$ cat config.mk
export PLATFORM = sky130hd
export DESIGN_NAME = edpd_csr
export DESIGN_NICKNAME = d
export VERILOG_FILES = /design/src/hw/rtl/edpd_pkg.sv /design/src/hw/rtl/edpd_csr.sv
export SDC_FILE = /design/constraint.sdc
export NUM_CORES = 1
export LEC_CHECK = 0
export CAP_MARGIN = 25
export CORE_MARGIN = 4
export CORE_UTILIZATION = 25
export DETAILED_ROUTE_END_ITERATION = 8
export DONT_BUFFER_PORTS = 1
export PLACE_DENSITY = 0.5
export RECOVER_POWER = 100
export SLEW_MARGIN = 20
export SYNTH_ARGS = -nofsm -noshare
export SYNTH_HDL_FRONTEND = slang
export SYNTH_SLANG_ARGS = --single-unit
$ cat constraint.sdc
create_clock -name clock -period 1.7 [get_ports clock]
set_input_delay 0.425 -clock clock [delete_from_list [all_inputs] [get_ports clock]]
set_output_delay 0.425 -clock clock [all_outputs]
set_load 0.005 [all_outputs]
$ cat src/hw/rtl/edpd_pkg.sv
package edpd_pkg;

   localparam int POS_BITS_DEF = 24;

   localparam int CSR_INDEX_W = 3;
   localparam int CSR_DATA_W  = 16;

   localparam logic [CSR_INDEX_W-1:0] CSR_POWER_CEIL    = 3'd0;
   localparam logic [CSR_INDEX_W-1:0] CSR_POWER_FLOOR   = 3'd1;
   localparam logic [CSR_INDEX_W-1:0] CSR_GAIN_PROP     = 3'd2;
   localparam logic [CSR_INDEX_W-1:0] CSR_GAIN_DERIV    = 3'd3;
   localparam logic [CSR_INDEX_W-1:0] CSR_ADJUST_PERIOD = 3'd4;

   localparam logic [7:0]  POWER_CEIL_RST    = 8'd255;
   localparam logic [7:0]  POWER_FLOOR_RST   = 8'd0;
   localparam logic [15:0] GAIN_PROP_RST     = 16'd51;
   localparam logic [15:0] GAIN_DERIV_RST    = 16'd26;
   localparam logic [15:0] ADJUST_PERIOD_RST = 16'd100;

   localparam logic OP_SERVICE = 1'b0;
   localparam logic OP_START   = 1'b1;

   typedef enum logic [1:0] {
      DIR_BRAKE    = 2'd0,
      DIR_FORWARD  = 2'd1,
      DIR_BACKWARD = 2'd2
   } dir_type;

   typedef struct packed {
      logic [7:0]  power_ceil;
      logic [7:0]  power_floor;
      logic [15:0] gain_prop_q8;
      logic [15:0] gain_deriv_q8;
      logic [15:0] adjust_period_ms;
   } cfg_type;

   typedef struct packed {
      logic [7:0] speed_right;
      logic [7:0] speed_left;
      dir_type    dir_right;
      dir_type    dir_left;
      logic       reached;
      logic       clear_encoders;
   } rsp_type;

endpackage

$ cat src/hw/rtl/edpd_csr.sv
module edpd_csr (
   input  logic                              clock,
   input  logic                              reset,
   input  logic                              csr_we,
   input  logic [edpd_pkg::CSR_INDEX_W-1:0]  csr_index,
   input  logic [edpd_pkg::CSR_DATA_W-1:0]   csr_wdata,
   output edpd_pkg::cfg_type                 cfg
);

   edpd_pkg::cfg_type cfg_ff, cfg_in;

   always_comb begin
      cfg_in = cfg_ff;
      if (csr_we) begin
         case (csr_index)
            edpd_pkg::CSR_POWER_CEIL:    cfg_in.power_ceil       = csr_wdata[7:0];
            edpd_pkg::CSR_POWER_FLOOR:   cfg_in.power_floor      = csr_wdata[7:0];
            edpd_pkg::CSR_GAIN_PROP:     cfg_in.gain_prop_q8     = csr_wdata;
            edpd_pkg::CSR_GAIN_DERIV:    cfg_in.gain_deriv_q8    = csr_wdata;
            edpd_pkg::CSR_ADJUST_PERIOD: cfg_in.adjust_period_ms = csr_wdata;
            default:                     cfg_in = cfg_ff;
         endcase
      end
   end

   always_ff @(posedge clock) begin
      if (reset) begin
         cfg_ff.power_ceil       <= edpd_pkg::POWER_CEIL_RST;
         cfg_ff.power_floor      <= edpd_pkg::POWER_FLOOR_RST;
         cfg_ff.gain_prop_q8     <= edpd_pkg::GAIN_PROP_RST;
         cfg_ff.gain_deriv_q8    <= edpd_pkg::GAIN_DERIV_RST;
         cfg_ff.adjust_period_ms <= edpd_pkg::ADJUST_PERIOD_RST;
      end else begin
         cfg_ff <= cfg_in;
      end
   end

   assign cfg = cfg_ff;

endmodule

==> results.toml, run 1 <==
[power]
ir_drop_mv = 0.283
power.internal_w = 0.00232
p_sw_share_pct = 22.9
p_clk_share_pct = 43.9
p_switching_w = 0.000690
power_density_mw_per_mm2 = 1040
seq_power_share_pct = 51.9
leakagePower_nw = 1.23
combPwrFrac_pct = 4.2

[finish]
ff_latch_area_mm2 = 0.00128
nNetsFinal = 263
largest_register_ffs = 64
drive_gt1_share_pct = 7.72
multi_input_area_mm2 = 0.00122
n_fill_cell = 1043
finish.utilization_pct = 29.2
n_antenna_cell = 0
syn_to_final_growth_pct = 12.0

[setup_path]
critPathKind = "in -> reg"
r2r-start = "cfg[63]$_SDFFE_PP1P_"
ff2ff_setup_slack_ps = 1050
cpPeakStageDelay_ps = 770
crit_start = "csr_index[0]"
reg2reg_depth = 2
worstPathMaxFanout = 9
r2r-end = "cfg[63]$_SDFFE_PP1P_"
cp.required_ps = 1900
cp.depth = 2
cp_data_arrival_time_ps = 1390
crit_end = "cfg[63]$_SDFFE_PP1P_"
crit_buf_inv = 0
crit_path_start_kind = "primary input"
end_kind = "flip-flop"
path_cells = "or4b_1, mux2i_1"
crit_family = "simple AND/OR/NAND/NOR gates"
crit_slowest_cell = "or4b_1"

[clock_network]
clock_latency_ps = 330
numCtsBuffers = 9
cts_tree = "built"
cts_setup_buffers = 0
clock_sinks = 64
cts.reportedPaths.clkPinSlew_ps = 70
h-tree-depth = 3
cts_root_buf = "clkbuf_8"
hold_buffers = 0
clock_path_buffers = 2
post_cts_resize_count = 0

[logic_synthesis]
async_flop_share_pct = 0
syn-instance-count = 242
syn_nets = 264
synth_top_area_cell = "dfxtp_1"
ys_warn_count = 0
synth_area_per_cell_um2 = 10.7
synth_area_mm2 = 0.00258
synthDistinctLibCells = 13
synth_seq_cells = 64
synth-main-ff-cell = "dfxtp_1"
synth_edf_count = 0
synth.area.top_cells = "dfxtp_1, mux2i_1, nand2b_1"
yosys-top-cells-count = "dfxtp_1, mux2i_1, nand2b_1, nor2_1, clkbuf_1"
ys_seq_area_share_pct = 49.6
yosysTopAreaCellShare_pct = 49.6

[die]
die_x_um = 110
die_area_mm2 = 0.0120
std_cell_rows = 36
core_area_mm2 = 0.00991
die_h_um = 110
io_pins = 86
initial_core_util_pct = 26.0

[global_route]
top_usage_layer = "met2"
grt-ovfl-total = 0
grt_usage_pct = 11.1
use_met3_pct = 4.05
grt_use_met1_pct = 13.3
grt_pass1_vias = 1663
grt_first_pass_wirelength_mm = 9.67
grt_max_degree = 89
antenna_found_initial = 0
grt_use_met2_pct = 17.5

[sta]
fin_ws_ps = 507
slew_violations = 0
hold_viol = 0
fmax_mhz = 838
period_share_pct = 70.2
rsz0062_at_grt = "false"
setup_viol_count_final = 0
relSlewSlack_pct = 60.2
worst_pin_slew_ps = 596
tns_ps = 0
fin_skew_ps = 0
period_minus_slack_ps = 1190

[drt]
antenna_left = 0
wl_per_cell_um = 17.1
drt_first_iter_violations = 48
firstDrtPassIters = 4
viasPerCell = 4.35
vias = 1648
wl_mm = 6.47
route.detailed.drc = 0

[placed_design]
gp_congestion = 0.679
dp_hpwl_mm = 4.38
io_buffers = 0
pre_cts_ws_ps = 158

[status]
status = "finished, final reports clean"

[hold_path]
worstHoldStart = "csr_wdata[2]"
min_path_type = "in -> reg"

[flow_run]
cap_violations = 0
[layout by cell type (no fill, tap or decap)]
cell type / n
nand4bb_1: 3
clkbuf_2: 3
clkinvlp_4: 1
nor4bb_1: 1
and4bb_1: 1
clkbuf_1: 3
nand2b_1: 62
dfxtp_1: 64
clkinv_4: 1
clkinv_2: 2
clkbuf_8: 10
and4bb_2: 1
nor2_1: 26
bufinv_16: 1
nand4b_1: 1
and4b_1: 1
or4b_1: 1
mux2i_1: 64
[power groups by stage]
stage / logic (W) / clock network (W) / registers, W
after floorplan: 0.000127 / 0 / 0.00159
after global placement: 0.000133 / 0 / 0.00160
after detailed placement: 0.000135 / 0 / 0.00160
after CTS: 0.000135 / 0.00139 / 0.00156
after global routing: 0.000141 / 0.00146 / 0.00156
final: 0.000127 / 0.00132 / 0.00156
[per-stage QoR]
step,cell area (um^2),hold WS [ps],cells,total power (W)
CTS,2920,243,379,0.00309
global placement,2720,480,363,0.00173
floorplan,2580,465,242,0.00171
detailed placement,2720,485,363,0.00173
finish,2890,269,379,0.00301
global route,2890,259,379,0.00316
[metal layers]
| layer | share of wire [%] | vias up |
|---|---|---|
| met3 | 7.4 | 7 |
| met5 | 0 | - |
| met4 | 1.6 | 0 |
| li1 | - | 800 |
| met1 | 43 | 793 |
| met2 | 48 | 48 |
[how the worst min path moves through the flow]
stage                                 to  slack (ps)  depth (start not counted)
floorplan           cfg[21]$_SDFFE_PP0P_         460                          2
global placement    cfg[15]$_SDFFE_PP0P_         480                          2
detailed placement  cfg[42]$_SDFFE_PP0P_         480                          2
CTS                 cfg[37]$_SDFFE_PP1P_         240                          2
global route        cfg[59]$_SDFFE_PP1P_         260                          2
finish              cfg[58]$_SDFFE_PP1P_         270                          2
[cell type report]
cell class | instances | share of cell area [%]
Sequential cell | 64 | 44.3
Multi-Input combinational cell | 161 | 42.3
Tap cell | 133 | 5.76
Clock buffer | 11 | 4.89
Clock inverter | 5 | 1.95
Timing Repair Buffer | 5 | 0.779
[kinds of logic (layout without fill, tap and decap cells)]
family | count (synthesis) | count (layout) | share of synthesized area [%]
muxes | 64 | 64 | 24.8
and+or+nand+nor | 97 | 97 | 22.6
DFF | 64 | 64 | 49.6
buffers and inverters | 17 | 21 | 2.96
Note: power is estimated with default switching activity, not from simulation.
==> inputs of run 2 (changes only) <==
Settings changed: PLACE_DENSITY 0.5 to 0.52.
Clock period 1.7 ns to 1 ns, I/O delays scaled along.
==> run 2 against run 1 <==
Count of clock-buffer cells in the layout up 1. Sequential cell count unchanged. Critical path depth shrank 2. Sequential share of layout area is 0.24 points higher. Non-clock buffer count rose by 1. Register-to-register slack got worse by 680 ps.
==> results.toml, run 2 (synthesis results as in run 1) <==
[status]
status = "finished, final reports clean"

[setup_path]
worstPathMaxFanout = 2
critPathKind = "reg -> out"
cp.required_ps = 750
end_kind = "primary output"
crit_path_start_kind = "flip-flop"
cp_data_arrival_time_ps = 710

[sta]
slew_violations = 0
rsz0062_at_grt = "false"
relSlewSlack_pct = 72.6
period_share_pct = 95.7
worst_pin_slew_ps = 411
period_minus_slack_ps = 957
fmax_mhz = 1040
hold_viol = 0
fin_skew_ps = 0
setup_viol_count_final = 0

[power]
leakagePower_nw = 1.27
power_density_mw_per_mm2 = 1740
fin_total_pwr_w = 0.00520
ir_drop_mv = 0.557

[drt]
routed.top_layer = "met4"
wl_met3_um = 537
vias = 1642
drt_first_iter_violations = 84
antenna_left = 0
wl_per_cell_um = 17.4
viasPerCell = 4.32
route.detailed.drc = 0
m1WireLength_mm = 2.96
wl_mm = 6.60
wl_met2_mm = 2.97
firstDrtPassIters = 4

[die]
initial_core_util_pct = 26.0
die_x_um = 110
std_cell_rows = 36
die_area_mm2 = 0.0120
core_area_mm2 = 0.00991
io_pins = 86
die_h_um = 110

[finish]
largest_register_ffs = 64
layout_common_cells = "mux2i_1, nand2b_1, dfxtp_2, nor2_1, dfxtp_1"
final_common_cell = "mux2i_1"
syn_to_final_growth_pct = 16.0
drive_gt1_share_pct = 25.5
nNetsFinal = 264
n_antenna_cell = 0
stdcell_count = 380

[flow_run]
cap_violations = 0

[clock_network]
clock_path_buffers = 2
h-tree-depth = 3
numCtsBuffers = 9
clock_latency_ps = 340
post_cts_resize_count = 8
hold_buffers = 0
clock_sinks = 64
cts.reportedPaths.clkPinSlew_ps = 70
cts_root_buf = "clkbuf_8"
cts_tree = "built"
cts_setup_buffers = 0

[placed_design]
io_buffers = 0
dp_hpwl_mm = 4.56
gp_congestion = 0.684
place_inst = 364

[global_route]
grt_first_pass_wirelength_mm = 9.98
grt-ovfl-total = 0
grt_pass1_vias = 1692
grt_usage_pct = 11.6
grt_max_degree = 89
antenna_found_initial = 0

[hold_path]
min_path_type = "in -> reg"
## run 2: cell types whose count changed in the layout (fill, tap and decap cells not counted), sizes merged
cell,change
clkinv,-2
inv,+1
clkbuf,-2
buf,+4
## run 2: layout make-up
| cell class | count | area [um^2] |
|---|---|---|
| sequential | 64 | 1330 |
| multi-input combinational | 161 | 1230 |
| tap | 133 | 166 |
| fill | 1024 | 6920 |
| clock inverter | 4 | 51.3 |
| clock buffer | 12 | 155 |
| timing repair buffer | 6 | 60.1 |
## run 2: final timing paths
kind	from	endpoint	slack [ps]	depth (start not counted)
setup / recovery	cfg[52]$_SDFFE_PP0P_	cfg[52]	40	0
hold / removal	reset	cfg[38]$_SDFFE_PP0P_	80	2
setup reg to reg	cfg[57]$_SDFFE_PP1P_	cfg[57]$_SDFFE_PP1P_	370	2
hold reg to reg	cfg[51]$_SDFFE_PP0P_	cfg[51]$_SDFFE_PP0P_	480	2
## run 2: per-stage QoR
step / util, % / setup slack, ps / instance area (um^2) / setup TNS [ps] / hold slack (ps)
final: 30.2 / 43.0 / 2990 / 0 / 82.2
after global routing: 30.2 / 0.116 / 2990 / 0 / 54.7
after CTS: 30.0 / 0.676 / 2970 / 0 / 56.1
after detailed placement: 27.8 / -188 / 2760 / -1860 / 432
after global placement: 27.8 / -178 / 2760 / -1460 / 421
after floorplan: - / -147 / 2610 / -1810 / 411
## run 2: power by group
part | total [W] | internal, W | switching (W)
registers | 0.00266 | 0.00261 | 0.0000466
clock network | 0.00232 | 0.00129 | 0.00102
logic | 0.000229 | 0.000126 | 0.000103
total | 0.00520 | 0.00403 | 0.00117
## run 2: routing by layer
layer | vias up | GRT usage (%)
li1 | 808 | -
met4 | 0 | 5.61
met5 | - | 0
met2 | 47 | 16.4
met1 | 776 | 15.0
met3 | 11 | 4.93
